<file path="config.mk">
export PLATFORM = sky130hd
export DESIGN_NAME = line_sensor_calibrate_count
export DESIGN_NICKNAME = d
export VERILOG_FILES = /design/src/hw/rtl/lscc_pkg.sv /design/src/hw/rtl/lscc_div.sv /design/src/hw/rtl/line_sensor_calibrate_count.sv
export SDC_FILE = /design/constraint.sdc
export NUM_CORES = 1
export LEC_CHECK = 0
export BUFFER_PORTS_ARGS = -buffer_cell sky130_fd_sc_hd__buf_2
export CAP_MARGIN = 10
export CORE_MARGIN = 4
export CORE_UTILIZATION = 53
export CTS_BUF_LIST = sky130_fd_sc_hd__clkbuf_4
export CTS_CLUSTER_DIAMETER = 150
export DETAILED_ROUTE_END_ITERATION = 10
export PLACE_DENSITY_LB_ADDON = 0.1
export SLEW_MARGIN = 20
export SYNTH_ARGS = -nofsm -noshare
export SYNTH_HDL_FRONTEND = slang
export SYNTH_SLANG_ARGS = --single-unit
</file>
<file path="constraint.sdc">
create_clock -name clk -period 19.7 [get_ports clk]
set_input_delay 3.94 -clock clk [delete_from_list [all_inputs] [get_ports clk]]
set_output_delay 3.94 -clock clk [all_outputs]
set_load 0.02 [all_outputs]
</file>
<file path="src/hw/rtl/lscc_pkg.sv">
package lscc_pkg;

  localparam int CHANNELS  = 16;
  localparam int CHAN_W    = 4;
  localparam int SAMPLE_W  = 10;
  localparam int ACT_W     = 2;
  localparam int MIN_W     = 11;
  localparam int MAX_W     = 10;
  localparam int THR_W     = 10;
  localparam int COUNT_W   = 5;
  localparam int MAP_W     = 21;
  localparam int MAG_W     = 20;
  localparam int DEN_W     = 11;
  localparam int DIFF_W    = 12;
  localparam int DIV_STEPS = MAG_W;
  localparam int STEP_W    = $clog2(DIV_STEPS);

  localparam logic [MIN_W-1:0]   MIN_RESET       = 11'd1024;
  localparam logic [MAX_W-1:0]   MAX_RESET       = 10'd0;
  localparam logic [THR_W-1:0]   THRESHOLD_RESET = 10'd500;
  localparam logic [COUNT_W-1:0] COUNT_LIMIT     = 5'd31;
  localparam logic [9:0]         MAP_TOP         = 10'd1023;

  localparam logic REG_THRESHOLD = 1'b0;

  typedef enum logic [ACT_W-1:0] {
    ACT_CALIBRATE = 2'd0,
    ACT_MEASURE   = 2'd1,
    ACT_CLEAR     = 2'd2
  } action_t;

  typedef enum logic [1:0] {
    ST_IDLE,
    ST_DIV,
    ST_HOLD
  } state_t;

  typedef struct packed {
    logic             start;
    logic [MAG_W-1:0] dividend;
    logic [DEN_W-1:0] divisor;
  } div_req_t;

  typedef struct packed {
    logic             busy;
    logic             done;
    logic [MAG_W-1:0] quotient;
  } div_stat_t;

endpackage

</file>
<file path="src/hw/rtl/lscc_div.sv">
module lscc_div (
  input  logic               clk,
  input  logic               rst,
  input  lscc_pkg::div_req_t req,
  output lscc_pkg::div_stat_t stat
);
  import lscc_pkg::*;

  logic [MAG_W-1:0]  dvd;
  logic [DEN_W-1:0]  rem;
  logic [DEN_W-1:0]  dsr;
  logic [STEP_W-1:0] cnt;
  logic              run;
  logic              done;
  logic [DEN_W:0]    partial;
  logic [DEN_W:0]    trial;
  logic              fits;

  // one quotient bit per cycle, restoring
  always_comb begin
    partial = {rem, dvd[MAG_W-1]};
    trial   = partial - {1'b0, dsr};
    fits    = partial >= {1'b0, dsr};
  end

  always_ff @(posedge clk) begin
    if (rst) begin
      run  <= 1'b0;
      done <= 1'b0;
      cnt  <= '0;
    end else begin
      done <= 1'b0;
      if (req.start) begin
        run <= 1'b1;
        cnt <= '0;
      end else if (run) begin
        if (cnt == STEP_W'(DIV_STEPS - 1)) begin
          run  <= 1'b0;
          done <= 1'b1;
        end else begin
          cnt <= cnt + 1'b1;
        end
      end
    end
  end

  always_ff @(posedge clk) begin
    if (req.start) begin
      dvd <= req.dividend;
      dsr <= req.divisor;
      rem <= '0;
    end else if (run) begin
      rem <= fits ? trial[DEN_W-1:0] : partial[DEN_W-1:0];
      dvd <= {dvd[MAG_W-2:0], fits};
    end
  end

  assign stat.busy     = run;
  assign stat.done     = done;
  assign stat.quotient = dvd;

endmodule

</file>
<file path="src/hw/rtl/line_sensor_calibrate_count.sv">
// line_sensor_calibrate_count
// flow: each item is accepted in ST_IDLE and its result is loaded into the output register in ST_HOLD;
//   measure items with a nonzero span pass through ST_DIV first (bit-serial divider for the span division)
// one item at a time: s_tready stays low until the result of the last item has been loaded
// rst (synchronous): threshold 500, all channels min 1024 / max 0, sweep count 0
module line_sensor_calibrate_count (
  input  logic        clk,
  input  logic        rst,
  input  logic        s_tvalid,
  output logic        s_tready,
  input  logic [15:0] s_tdata,   // channel[3:0], sample[13:4], zero fill
  input  logic [1:0]  s_tuser,   // action[1:0]
  input  logic        s_tlast,   // sweep_end
  output logic        m_tvalid,
  input  logic        m_tready,
  output logic [31:0] m_tdata,   // mapped_value[20:0], on_line[21], line_count[26:22], zero fill
  output logic        m_tuser,   // zero_span
  output logic        m_tlast,   // sweep_done
  input  logic        psel,
  input  logic        penable,
  input  logic        pwrite,
  input  logic [2:0]  paddr,
  input  logic [31:0] pwdata,
  output logic [31:0] prdata,
  output logic        pready
);
  import lscc_pkg::*;

  state_t state, state_next;

  logic [MIN_W-1:0]   ch_min [CHANNELS];
  logic [MAX_W-1:0]   ch_max [CHANNELS];
  logic [THR_W-1:0]   threshold;
  logic [COUNT_W-1:0] sweep_count;

  logic               res_measure;
  logic               res_flat;
  logic               res_neg;
  logic               res_done;
  logic [MAG_W-1:0]   res_mag;

  div_req_t  div_req;
  div_stat_t div_st;

  logic                accept;
  logic                load_out;
  logic                cfg_write;
  action_t             act;
  logic [CHAN_W-1:0]   ch;
  logic [SAMPLE_W-1:0] smp;
  logic                chan_ok;
  logic [MIN_W-1:0]    lo;
  logic [MAX_W-1:0]    hi;
  logic [DIFF_W-1:0]   diff;
  logic [DIFF_W-1:0]   span;
  logic [DEN_W-1:0]    diff_mag;
  logic [DEN_W-1:0]    span_mag;
  logic [MAG_W-1:0]    num_mag;
  logic                flat;
  logic                hit;
  logic [MAP_W-1:0]    mapped;
  logic [COUNT_W-1:0]  count_new;

  assign act     = action_t'(s_tuser);
  assign ch      = s_tdata[3:0];
  assign smp     = s_tdata[13:4];
  assign chan_ok = 32'(ch) < CHANNELS;
  assign accept  = s_tvalid && s_tready;

  always_comb begin
    lo       = ch_min[ch];
    hi       = ch_max[ch];
    diff     = {2'b00, smp} - {1'b0, lo};
    span     = {2'b00, hi} - {1'b0, lo};
    diff_mag = diff[DIFF_W-1] ? DEN_W'(-diff) : diff[DEN_W-1:0];
    span_mag = span[DIFF_W-1] ? DEN_W'(-span) : span[DEN_W-1:0];
    num_mag  = MAG_W'(diff_mag) * MAG_W'(MAP_TOP);
    flat     = !chan_ok || ({1'b0, hi} == lo);
  end

  // next state
  always_comb begin
    state_next = state;
    unique case (state)
      ST_IDLE: begin
        if (accept) begin
          state_next = (act == ACT_MEASURE && !flat) ? ST_DIV : ST_HOLD;
        end
      end
      ST_DIV: begin
        if (div_st.done) begin
          state_next = ST_HOLD;
        end
      end
      ST_HOLD: begin
        if (!m_tvalid || m_tready) begin
          state_next = ST_IDLE;
        end
      end
      default: state_next = ST_IDLE;
    endcase
  end

  // control outputs
  always_comb begin
    s_tready         = 1'b0;
    load_out         = 1'b0;
    div_req.start    = 1'b0;
    div_req.dividend = num_mag;
    div_req.divisor  = span_mag;
    unique case (state)
      ST_IDLE: begin
        s_tready      = 1'b1;
        div_req.start = s_tvalid && act == ACT_MEASURE && !flat;
      end
      ST_DIV: begin
      end
      ST_HOLD: begin
        load_out = !m_tvalid || m_tready;
      end
      default: begin
      end
    endcase
  end

  always_ff @(posedge clk) begin
    if (rst) begin
      state <= ST_IDLE;
    end else begin
      state <= state_next;
    end
  end

  lscc_div u_div (
    .clk  (clk),
    .rst  (rst),
    .req  (div_req),
    .stat (div_st)
  );

  // calibration store
  always_ff @(posedge clk) begin
    if (rst) begin
      for (int k = 0; k < CHANNELS; k++) begin
        ch_min[k] <= MIN_RESET;
        ch_max[k] <= MAX_RESET;
      end
    end else if (accept) begin
      case (act)
        ACT_CALIBRATE: begin
          if (chan_ok) begin
            if ({1'b0, smp} < lo) begin
              ch_min[ch] <= {1'b0, smp};
            end
            if (smp > hi) begin
              ch_max[ch] <= smp;
            end
          end
        end
        ACT_CLEAR: begin
          for (int k = 0; k < CHANNELS; k++) begin
            ch_min[k] <= MIN_RESET;
            ch_max[k] <= MAX_RESET;
          end
        end
        default: begin
        end
      endcase
    end
  end

  // pending result
  always_ff @(posedge clk) begin
    if (accept) begin
      res_measure <= act == ACT_MEASURE;
      res_flat    <= act == ACT_MEASURE && flat;
      res_neg     <= diff[DIFF_W-1] ^ span[DIFF_W-1];
      res_done    <= act == ACT_MEASURE && s_tlast;
      res_mag     <= '0;
    end else if (div_st.done) begin
      res_mag <= div_st.quotient;
    end
  end

  always_comb begin
    mapped    = res_neg ? -{1'b0, res_mag} : {1'b0, res_mag};
    hit       = res_measure && !res_neg && (res_mag > MAG_W'(threshold));
    count_new = (hit && sweep_count != COUNT_LIMIT) ? sweep_count + 1'b1 : sweep_count;
  end

  always_ff @(posedge clk) begin
    if (rst) begin
      sweep_count <= '0;
    end else if (load_out) begin
      sweep_count <= res_done ? '0 : count_new;
    end
  end

  always_ff @(posedge clk) begin
    if (rst) begin
      m_tvalid <= 1'b0;
    end else if (load_out) begin
      m_tvalid <= 1'b1;
    end else if (m_tready) begin
      m_tvalid <= 1'b0;
    end
  end

  always_ff @(posedge clk) begin
    if (load_out) begin
      m_tdata <= {5'b0, count_new, hit, mapped};
      m_tuser <= res_flat;
      m_tlast <= res_done;
    end
  end

  // register port
  assign pready    = 1'b1;
  assign cfg_write = psel && penable && pwrite && pready && paddr[2] == REG_THRESHOLD;

  always_ff @(posedge clk) begin
    if (rst) begin
      threshold <= THRESHOLD_RESET;
    end else if (cfg_write) begin
      threshold <= pwdata[THR_W-1:0];
    end
  end

  assign prdata = (paddr[2] == REG_THRESHOLD) ? {22'b0, threshold} : 32'b0;

  a_flat_zero: assert property (@(posedge clk) disable iff (rst)
    (m_tvalid && m_tuser) |-> (m_tdata[20:0] == 21'd0 && !m_tdata[21]))
    else $error("zero span result carries a nonzero mapping");

  a_hit_positive: assert property (@(posedge clk) disable iff (rst)
    (m_tvalid && m_tdata[21]) |-> !m_tdata[20])
    else $error("on line flag with a negative mapped value");

  a_done_in_div: assert property (@(posedge clk) disable iff (rst)
    div_st.done |-> state == ST_DIV)
    else $error("divider finished outside of the divide state");

  a_busy_in_div: assert property (@(posedge clk) disable iff (rst)
    div_st.busy |-> state == ST_DIV)
    else $error("divider running outside of the divide state");

  a_sweep_clear: assert property (@(posedge clk) disable iff (rst)
    (load_out && res_done) |=> sweep_count == '0)
    else $error("sweep count not cleared after the last request of a sweep");

endmodule

</file>
== After elaboration in Yosys (flattened, before gate mapping) ==
Memory sizes are Yosys's and may differ from the RTL's.
Index checks and enable logic that the tools add are counted.

* Add/subtract/negate cells: 8
* Multiply operators: 1
* Div/mod/pow operators: 0
* Magnitude comparators: 4
* Equal/unequal tests: 10
* Shifts and indexed selects: 0
* Muxes and demuxes: 77
* Bitwise operators: 36
* Reduce and logical (&&, ||, !) cells: 26

{| class="wikitable"
|+ Operators with widths
! operator !! number
|-
| 2-to-1 mux 11 bit || 20
|-
| 2-to-1 mux 10 bit || 18
|-
| 2-to-1 mux 20 bit || 3
|-
| OR 1 bit || 32
|-
| 2-to-1 mux 1 bit || 27
|-
| subtractor 10 x 11 -> 12 bit || 2
|-
| negator 11 bit || 2
|-
| negator 20 -> 21 bit || 1
|-
| > comparator 20 x 10 -> 1 bit || 1
|-
| multiplier 11 x 10 -> 20 bit, second input constant || 1
|-
| >= comparator 12 x 11 -> 1 bit || 1
|-
| logical AND 1 bit || 12
|-
| == test 10 x 11 -> 1 bit || 1
|-
| less-than comparator 10 x 11 -> 1 bit || 1
|-
| OR reduction 11 bit || 1
|-
| subtractor 11 bit || 1
|-
| adder 5 x 1 -> 5 bit, second input constant || 2
|-
| > comparator 10 bit || 1
|-
| 2-to-1 mux 5 bit || 2
|-
| OR reduction 10 bit || 1
|-
| 2-to-1 mux 2 bit || 4
|-
| 2-to-1 mux 4 bit || 2
|-
| one-hot mux 2 bit (3 select lines) || 1
|-
| == test 5 bit, second input constant || 1
|-
| 15 further kinds || 24
|}

* Register bits after elaboration: 120
* Latch bits: 0
* Memory bits (writable): 336
* Bits in read-only memories: 0
* Input bits: 61
* Word-level logic and storage cells: 183
* Memories kept: 2

{| class="wikitable"
|+ Memory list
! name !! words !! bits a word !! read ports !! clocked after memory_dff !! write ports !! line !! text
|-
| ch_min || 16 || 11 || 1 || 0 || 16 || line_sensor_calibrate_count.sv:31 || <nowiki>logic [MIN_W-1:0] ch_min [CHANNELS];</nowiki>
|-
| ch_max || 16 || 10 || 1 || 0 || 16 || line_sensor_calibrate_count.sv:32 || <nowiki>logic [MAX_W-1:0] ch_max [CHANNELS];</nowiki>
|}

== Longest topological paths before layout ==
Gate-level depths: netlist of run 1.
An unclocked memory read counts as a cell.

* Word-level depth: 9
* Depth in mapped cells: 36

== Modules after synthesis ==
From an unflattened synthesis of run 1, not the netlist that was laid out.

* Cell total of the unflattened synthesis: 2,044
* Area, all modules: 25,383.1 um2

{| class="wikitable"
|+ Modules (own cells, without submodules)
! module !! instances !! cells each !! area an instance (um2) !! seq. area each (um2)
|-
| line_sensor_calibrate_count || 1 || 1,822 || 22,828.1 || 11,681.2
|-
| lscc_div || 1 || 222 || 2,555.0 || 1,291.2
|}

== Worst setup path after synthesis of run 1 ==
Ideal clock, no wire load.

* Path kind: input -> register
* Start: input port s_tdata[0]
* End: register u_div.dvd[16], data pin
* Data arrival time: 12.444 ns
* Required time: 19.433 ns
* Path slack: 6.989 ns
* Cell stages on the path: 31
* Buffers on the path: 3
* Cell sequence: clkbuf_1 -> clkbuf_1 -> buf_1 -> mux4_2 -> mux4_2 -> inv_1 -> ha_1 -> and2_4 -> a221o_1 -> o211ai_1 -> nand3b_1 -> nand2_1 -> nand2_1 -> xor2_1 -> fa_1 -> fa_1 -> inv_1 -> ha_1 -> fa_1 -> inv_1 -> fa_1 -> inv_1 -> ha_1 -> o21a_1 -> o21ai_0 -> a21oi_1 -> o31ai_1 -> a21oi_1 -> a31oi_1 -> xor2_1 -> o21ai_0

* Longest elaborated chain between the ends: 6

{| class="wikitable"
|+ Ends and longest elaborated chain
! what !! line !! text
|-
| start, declared || line_sensor_calibrate_count.sv:11 || <nowiki>input logic [15:0] s_tdata,</nowiki>
|-
| memory (16 x 11 bit) / memory (16 x 10 bit) (equally long branches) || n/a ||
|-
| subtractor 10 x 11 -> 12 bit / == test 10 x 11 -> 1 bit (equally long branches) || line_sensor_calibrate_count.sv:73, line_sensor_calibrate_count.sv:78 ||
|-
| negator 11 bit / zero test 1 bit (equally long branches) || line_sensor_calibrate_count.sv:75, line_sensor_calibrate_count.sv:114 ||
|-
| 2-to-1 mux 11 bit / logical AND 1 bit (equally long branches) || line_sensor_calibrate_count.sv:75, line_sensor_calibrate_count.sv:114 ||
|-
| multiplier 11 x 10 -> 20 bit / 2-to-1 mux 1 bit (equally long branches) || line_sensor_calibrate_count.sv:77, line_sensor_calibrate_count.sv:111 ||
|-
| 2-to-1 mux 20 bit (*) || lscc_div.sv:48 || <nowiki>if (req.start) begin</nowiki>
|-
| end signal, assigned || lscc_div.sv:49 || <nowiki>dvd <= req.dividend;</nowiki>
|-
| end signal, assigned || lscc_div.sv:54 || <nowiki>dvd <= {dvd[MAG_W-2:0], fits};</nowiki>
|-
| end, declared || lscc_div.sv:9 || <nowiki>logic [MAG_W-1:0] dvd;</nowiki>
|}

Every way passes the cells marked *; elsewhere a longest branch is shown, timed or not.
A chain may end at the register's enable or synchronous reset.

== Final worst setup path of run 1 ==
* Start: input port s_tdata[0]
* End: register u_div.dvd[19], data pin

Same word-level chain as after synthesis.

==> impl_metrics.py, run 1 <==
metrics = {
    "run_status": {
        "status": "finished, final reports clean",
    },
    "die": {
        "num_rows": 79,
        "die_x_um": 226,
        "die_h_um": 226,
        "die_area_mm2": 0.0510,
        "start_util_pct": 53.8,
        "coreArea_mm2": 0.0468,
        "io-pin-count": 130,
    },
    "global_routing": {
        "track_usage_pct": 22.8,
        "grt_max_degree": 58,
        "grt_pass1_wl_um": 89700,
        "grt_antenna_before_repair": 4,
        "grt_pass1_vias": 16400,
        "grt_overflow": 0,
    },
    "routing": {
        "first_iter_violations": 1100,
        "dr_total_vias": 15600,
        "routedWlPerCell_um": 19.8,
        "drt_wl_total_um": 56300,
        "viasPerCell": 5.49,
        "drtPass1Iterations": 5,
        "drtAntennaViolNets": 0,
        "drc": 0,
    },
    "sta": {
        "hold_viol_final": 0,
        "post-route-period-util_pct": 66.1,
        "max_freq_mhz": 76.7,
        "worstMarginPinSlew_ps": 1100,
        "setup_violations": 0,
        "rsz0062_at_grt": "false",
        "skew_ps": 84.4,
        "max_slew_margin_pct": 26.5,
        "drv_slew": 0,
        "final.setup.tns_ps": 0,
        "post-route-min-period_ps": 13030,
    },
    "layout": {
        "fin_nets": 2361,
        "drive_gt1_share_pct": 19.4,
        "final_cell_mix": "384 x edfxtp_1, 293 x and2_1, 185 x clkbuf_4",
        "area_delta_synth_final_pct": 9.47,
        "final_common_cell": "edfxtp_1",
    },
    "setup_path": {
        "worstSetupEndpointType": "flip-flop",
        "cp_slowest_cell": "buf_4",
        "critPathMaxStageDelay_ps": 800,
        "r2r-start": "ch_min[14][3]",
        "worst-setup-path-type": "in -> reg",
        "cp_data_arrival_time_ps": 13750,
        "crit_path_frequent_cell": "fa_1",
        "required_ps": 20420,
        "setup.worst_path.start": "s_tdata[0]",
        "worst-path-max-fanout": 55,
        "cp-start-kind": "primary input",
    },
    "synthesis": {
        "ys_ff_latch": 456,
        "yosysWarnings": 0,
        "avgSynthCellArea_um2": 12.3,
        "yosysTopAreaCell": "edfxtp_1",
        "synth_flop_cell": "edfxtp_1",
        "ys_async_sr_fraction_pct": 0,
        "synth_edf_count": 384,
        "synth.top_cell.area_share_pct": 45.9,
        "synth_area_mm2": 0.0251,
        "synthCells": 2039,
        "yosysUniqueCellTypes": 81,
        "synth-seq-area-share_pct": 51.6,
        "synth_area_leaders": "edfxtp_1 46%, mux4_2 9.4%, and2_1 7.3%",
    },
    "clocking": {
        "htreeDepth": 3,
        "clkTransAtPathRegs_ps": 60,
        "postCtsSetupBuffers": 0,
        "hold_buffers": 0,
        "tritoncts": "built",
        "cts_num_sinks": 456,
        "cts-root-buf": "clkbuf_4",
        "cts_resized": 0,
        "clock_latency_ps": 920,
        "clk_path_buf_depth": 3,
        "cts_inserted_buffers": 117,
    },
    "placement": {
        "hpwl_um": 37900,
        "numPortBuffers": 75,
        "gp_congestion": 0.845,
    },
    "hold_path": {
        "min-delay-start": "res_flat",
        "worstHoldPathType": "reg -> reg",
    },
    "flow_run": {
        "maxCapViolCount": 0,
    },
}
per-stage QoR:
step	worst slack [ps]	std cells	hold WS (ps)	utilization (%)	cell area (µm²)
2_1_floorplan	6990	2065	400	-	25200
3_3_place_gp	5720	2634	407	55.4	25900
3_5_place_dp	5640	2634	405	55.5	25900
4_1_cts	6600	2839	425	58.8	27500
5_1_grt	5910	2842	443	58.8	27500
6_report	6670	2842	422	58.8	27500
synthesized netlist by cell type, types with 5 or more instances:
| master | number |
|---|---|
| a211o_1 | 7 |
| a211oi_1 | 8 |
| a21o_1 | 21 |
| a21oi_1 | 48 |
| a31oi_1 | 9 |
| and2_1 | 293 |
| and3_1 | 5 |
| buf_1 | 15 |
| buf_2 | 5 |
| buf_4 | 28 |
| clkbuf_1 | 84 |
| dfxtp_1 | 72 |
| edfxtp_1 | 384 |
| fa_1 | 49 |
| ha_1 | 105 |
| inv_1 | 140 |
| mux2i_1 | 30 |
| mux4_2 | 105 |
| nand2_1 | 95 |
| nand2b_1 | 24 |
| nand3_1 | 12 |
| nand4_1 | 12 |
| nor2_1 | 143 |
| nor2b_1 | 14 |
| nor3_1 | 52 |
| nor4_1 | 11 |
| o21a_1 | 8 |
| o21ai_0 | 68 |
| o31ai_1 | 8 |
| or2_2 | 6 |
| or3_1 | 15 |
| xnor2_1 | 60 |
| xor2_1 | 22 |
routing by layer:
layer	track usage [%]	wire, µm	vias up	part of all wire, %
met1	28.9	23200	7573	41
met4	6.99	1330	4	2.4
met3	4.41	3140	103	5.6
met5	0	16	-	0.028
met2	39.8	28600	416	51
li1	-	-	7503	-
final cells by class:
cell class	instances	area [µm²]
timing repair buffer	94	527
multi-input combinational	1333	11200
clock buffer	185	1390
clock inverter	20	156
fill	3893	19200
sequential	456	13000
antenna	3	7.51
tap	607	759
inverter	144	542
cell families after synthesis:
logic type / share of synthesized area, %
multiplexers: 10.7
XOR/XNOR: 3.16
adder cells (fa/ha/maj): 9.29
buffers and inverters: 4.57
other: 0.0299
AO/OA/AOI/OAI: 5.38
flip-flops: 51.6
AND/OR/NAND/NOR: 15.2
worst paths after layout:
kind | slack, ps | end | cells after the start
max | 6670 | u_div.dvd[19] | 29
min | 420 | m_tuser | 0
max reg2reg | 10820 | u_div.dvd[19] | 27
min reg2reg | 420 | m_tuser | 0
worst max-delay path: cells and delay by family:
family	cells	cell delay, ps
adders and majority gates	7	3210
xor gates and xnor gates	2	780
buffers and inverters	6	1730
muxes	2	1070
and+or+nand+nor	6	1220
AOI/OAI and AO/OA	6	1750
state kept, by name (all words and copies together) (netlist names), 2 cells and up:
register and flops:
u_div.dsr 11, u_div.rem 11, ch_max 160, state 2, u_div.cnt 5, m_tdata 27, u_div.dvd 20, threshold 10
res_mag 20, sweep_count 5, ch_min 176
Power of run 1 is left out: the tool's default activity adds up to more than one toggle a clock period on the data nets, which glitch-free logic cannot reach.
==> run 2, diff against run 1 <==
clock period = 11.9 ns   (was 19.7 ns; I/O delays follow)
==> impl_metrics.py, run 2 (synthesis gave the netlist of run 1 again) <==
metrics = {
    "sta": {
        "drv_slew": 0,
        "worstMarginPinSlew_ps": 1100,
        "post-route-min-period_ps": 10730,
        "final.setup.tns_ps": 0,
        "setup_violations": 0,
        "skew_ps": 91.4,
        "rsz0062_at_grt": "false",
        "max_freq_mhz": 93.2,
        "max_slew_margin_pct": 26.4,
        "post-route-period-util_pct": 90.1,
        "hold_viol_final": 0,
        "hold_ws_ps": 420,
    },
    "routing": {
        "drc": 0,
        "drtAntennaViolNets": 0,
        "routedWlPerCell_um": 19.5,
        "viasPerCell": 5.50,
        "drtPass1Iterations": 5,
        "dr_total_vias": 15700,
        "first_iter_violations": 968,
        "drt_wl_total_um": 55900,
    },
    "global_routing": {
        "grt_pass1_vias": 16200,
        "grt_overflow": 0,
        "grt_pass1_wl_um": 88400,
        "track_usage_pct": 22.5,
        "grt_antenna_before_repair": 4,
        "grt_max_degree": 52,
    },
    "die": {
        "io-pin-count": 130,
        "die_x_um": 226,
        "die_area_mm2": 0.0510,
        "num_rows": 79,
        "die_h_um": 226,
        "coreArea_mm2": 0.0468,
        "start_util_pct": 53.8,
    },
    "placement": {
        "dpl-instance-area_mm2": 0.0260,
        "gp_congestion": 0.854,
        "numPortBuffers": 75,
        "hpwl_um": 38100,
    },
    "setup_path": {
        "required_ps": 12640,
        "cp-start-kind": "primary input",
        "endpoint": "u_div.dvd[19]",
        "r2r_cells": 28,
        "setup.worst_path.start": "s_tdata[0]",
        "critPathMaxStageDelay_ps": 680,
        "cp_slowest_cell": "xor2_1",
        "cp_data_arrival_time_ps": 11460,
        "worst-setup-path-type": "in -> reg",
        "rr_endpoint": "u_div.dvd[19]",
        "worstSetupEndpointType": "flip-flop",
        "reg2reg_setup_slack_ps": 2960,
        "r2r-start": "ch_min[10][1]",
        "worst-path-max-fanout": 51,
    },
    "clocking": {
        "cts_inserted_buffers": 116,
        "clock_latency_ps": 900,
        "clkTransAtPathRegs_ps": 70,
        "postCtsSetupBuffers": 0,
        "clk_path_buf_depth": 3,
        "cts-root-buf": "clkbuf_4",
        "htreeDepth": 3,
        "cts_num_sinks": 456,
        "tritoncts": "built",
        "cts_resized": 0,
        "hold_buffers": 0,
    },
    "flow_run": {
        "maxCapViolCount": 0,
    },
    "layout": {
        "area_delta_synth_final_pct": 9.73,
        "layout.cell_area.non_filler_mm2": 0.0276,
        "largest_register": "ch_min",
        "drive_gt1_share_pct": 19.4,
        "final_cell_mix": "384 x edfxtp_1, 293 x and2_1, 179 x clkbuf_4",
        "final_common_cell": "edfxtp_1",
        "fin_nets": 2368,
        "largest_reg_flops": 176,
        "largest_registers": "ch_min x176, ch_max x160, m_tdata x27",
    },
    "hold_path": {
        "min_path_cells": 0,
        "worstHoldPathType": "reg -> reg",
    },
    "run_status": {
        "status": "finished, final reports clean",
    },
}
run 2: cell count changes in the layout (fill, tap and decap cells not counted), sizes merged:
cell,previous run,this run
buf,94,102
clkinv,16,32
clkbuf,185,179
run 2: area by class of cell:
class | count | area [µm²]
inverter | 144 | 542
timing repair buffer | 102 | 587
sequential | 456 | 13000
fill | 3834 | 19200
clock buffer | 179 | 1340
tap | 607 | 759
antenna | 3 | 7.51
multi-input combinational | 1333 | 11200
clock inverter | 36 | 208
run 2: per-stage QoR:
| stage | utilization [%] | std cells | setup WS [ps] |
|---|---|---|---|
| 2_1_floorplan | - | 2065 | 749 |
| 3_3_place_gp | 55.6 | 2642 | 329 |
| 3_5_place_dp | 55.6 | 2642 | 217 |
| 4_1_cts | 58.9 | 2857 | 1170 |
| 5_1_grt | 59.0 | 2860 | 657 |
| 6_report | 59.0 | 2860 | 1170 |
run 2: critical path: cells and delay by family:
| family | cells | cell delay, ps |
|---|---|---|
| fa+ha+maj | 7 | 3130 |
| compound gates | 7 | 1880 |
| mux | 2 | 1180 |
| simple gates | 6 | 1110 |
| buf+inv | 5 | 880 |
| xor+xnor | 2 | 820 |
run 2: worst min path at each step:
stage                         from      end  slack (ps)
after CTS                 res_flat  m_tuser         420
after global routing      res_flat  m_tuser         440
final                     res_flat  m_tuser         420
after floorplan           res_flat  m_tuser         400
after global placement    res_flat  m_tuser         410
after detailed placement  res_flat  m_tuser         400
run 2: metal layers:
metal | up-vias | global-route usage, % | wire length, µm
li1 | 7524 | - | -
met1 | 7712 | 28.5 | 23200
met2 | 402 | 39.0 | 28300
met3 | 94 | 4.85 | 3020
met4 | 4 | 7.19 | 1330
met5 | - | 0 | 27
Power of run 2 is left out for the same reason.
==> run 3, diff against run 2 <==
REMOVE_ABC_BUFFERS = 1   (was default)
==> impl_metrics.py, run 3 (synthesis gave the netlist of run 1 again) <==
metrics = {
    "routing": {
        "drc": 0,
        "routedWlPerCell_um": 19.8,
        "drt_wl_total_um": 56700,
        "drtAntennaViolNets": 0,
        "drtPass1Iterations": 5,
        "viasPerCell": 5.51,
        "dr_total_vias": 15800,
        "first_iter_violations": 1119,
    },
    "flow_run": {
        "maxCapViolCount": 0,
    },
    "placement": {
        "hpwl_um": 38600,
        "numPortBuffers": 75,
        "gp_congestion": 0.838,
        "dpl-instance-area_mm2": 0.0261,
    },
    "global_routing": {
        "grt_antenna_before_repair": 2,
        "grt_max_degree": 52,
        "grt_pass1_vias": 16000,
        "track_usage_pct": 22.6,
        "grt_overflow": 0,
        "grt_pass1_wl_um": 88500,
    },
    "clocking": {
        "cts_num_sinks": 456,
        "clk_path_buf_depth": 3,
        "cts-root-buf": "clkbuf_4",
        "cts_inserted_buffers": 118,
        "clkTransAtPathRegs_ps": 60,
        "clock_latency_ps": 920,
        "tritoncts": "built",
        "postCtsSetupBuffers": 0,
        "cts_resized": 0,
        "htreeDepth": 3,
        "hold_buffers": 0,
    },
    "die": {
        "num_rows": 79,
        "coreArea_mm2": 0.0468,
        "start_util_pct": 53.8,
        "io-pin-count": 130,
        "die_x_um": 226,
        "die_area_mm2": 0.0510,
        "die_h_um": 226,
    },
    "setup_path": {
        "cp-start-kind": "primary input",
        "worst-path-max-fanout": 51,
        "cp_data_arrival_time_ps": 11380,
        "worstSetupEndpointType": "flip-flop",
        "required_ps": 12620,
        "r2r-start": "ch_min[0][3]",
        "critPathMaxStageDelay_ps": 640,
        "setup.worst_path.start": "s_tdata[0]",
        "cp_slowest_cell": "xor2_1",
        "worst-setup-path-type": "in -> reg",
    },
    "sta": {
        "setup_violations": 0,
        "post-route-min-period_ps": 10660,
        "max_freq_mhz": 93.8,
        "hold_viol_final": 0,
        "worstMarginPinSlew_ps": 1140,
        "skew_ps": 75.4,
        "rsz0062_at_grt": "false",
        "post-route-period-util_pct": 89.6,
        "drv_slew": 0,
        "final.setup.tns_ps": 0,
        "max_slew_margin_pct": 23.8,
    },
    "layout": {
        "final_common_cell": "edfxtp_1",
        "largest_reg_flops": 176,
        "final_cell_mix": "384 x edfxtp_1, 293 x and2_1, 200 x clkbuf_4",
        "layout.cell_area.non_filler_mm2": 0.0277,
        "largest_registers": "ch_min x176, ch_max x160, m_tdata x27",
        "area_delta_synth_final_pct": 10.1,
        "nFillCells": 3841,
        "drive_gt1_share_pct": 20.4,
        "largest_register": "ch_min",
        "fin_nets": 2379,
    },
    "hold_path": {
        "worstHoldPathType": "reg -> reg",
        "min-delay-start": "res_flat",
    },
    "run_status": {
        "status": "finished, final reports clean",
    },
}
[run 3: critical path: cells and delay by family]
| kind | cells | cell delay, ps |
|---|---|---|
| fa+ha+maj | 7 | 3170 |
| compound gates | 6 | 1600 |
| buf+inv | 6 | 1190 |
| simple gates | 6 | 1150 |
| mux | 2 | 1090 |
| xor+xnor | 2 | 790 |
[run 3: area by class of cell]
cell class / instances / area, µm² / share of cell area (%)
Sequential cell: 456 / 13000 / 46.9
Multi-Input combinational cell: 1333 / 11100 / 40.3
Clock buffer: 200 / 1500 / 5.43
Tap cell: 607 / 759 / 2.74
Timing Repair Buffer: 111 / 654 / 2.37
Inverter: 144 / 542 / 1.96
Clock inverter: 15 / 82.6 / 0.298
Antenna cell: 5 / 12.5 / 0.0452
[run 3: metrics by stage]
stage	setup slack [ps]	util [%]	hold slack, ps	instances
2_1_floorplan	1990	-	400	1933
5_1_grt	670	59.2	445	2871
6_report	1240	59.2	421	2871
3_5_place_dp	330	55.8	407	2651
4_1_cts	1270	59.1	422	2866
3_3_place_gp	381	55.7	402	2651
[run 3: metal layers]
layer  up-vias  wire length [µm]  GRT usage [%]
met2       475             28800           39.5
met4         0              1380           6.80
met5         -                 0              0
met1      7703             22900           28.3
li1       7534                 -              -
met3        99              3700           4.98
[run 3: worst paths after layout]
path | slack, ps | cells after the start | end
worst max-delay path | 1240 | 29 | u_div.dvd[19]
worst min-delay path | 420 | 0 | m_tuser
worst max register to register | 3030 | 28 | u_div.dvd[19]
worst min register to register | 420 | 0 | m_tuser
Power of run 3 is left out for the same reason.
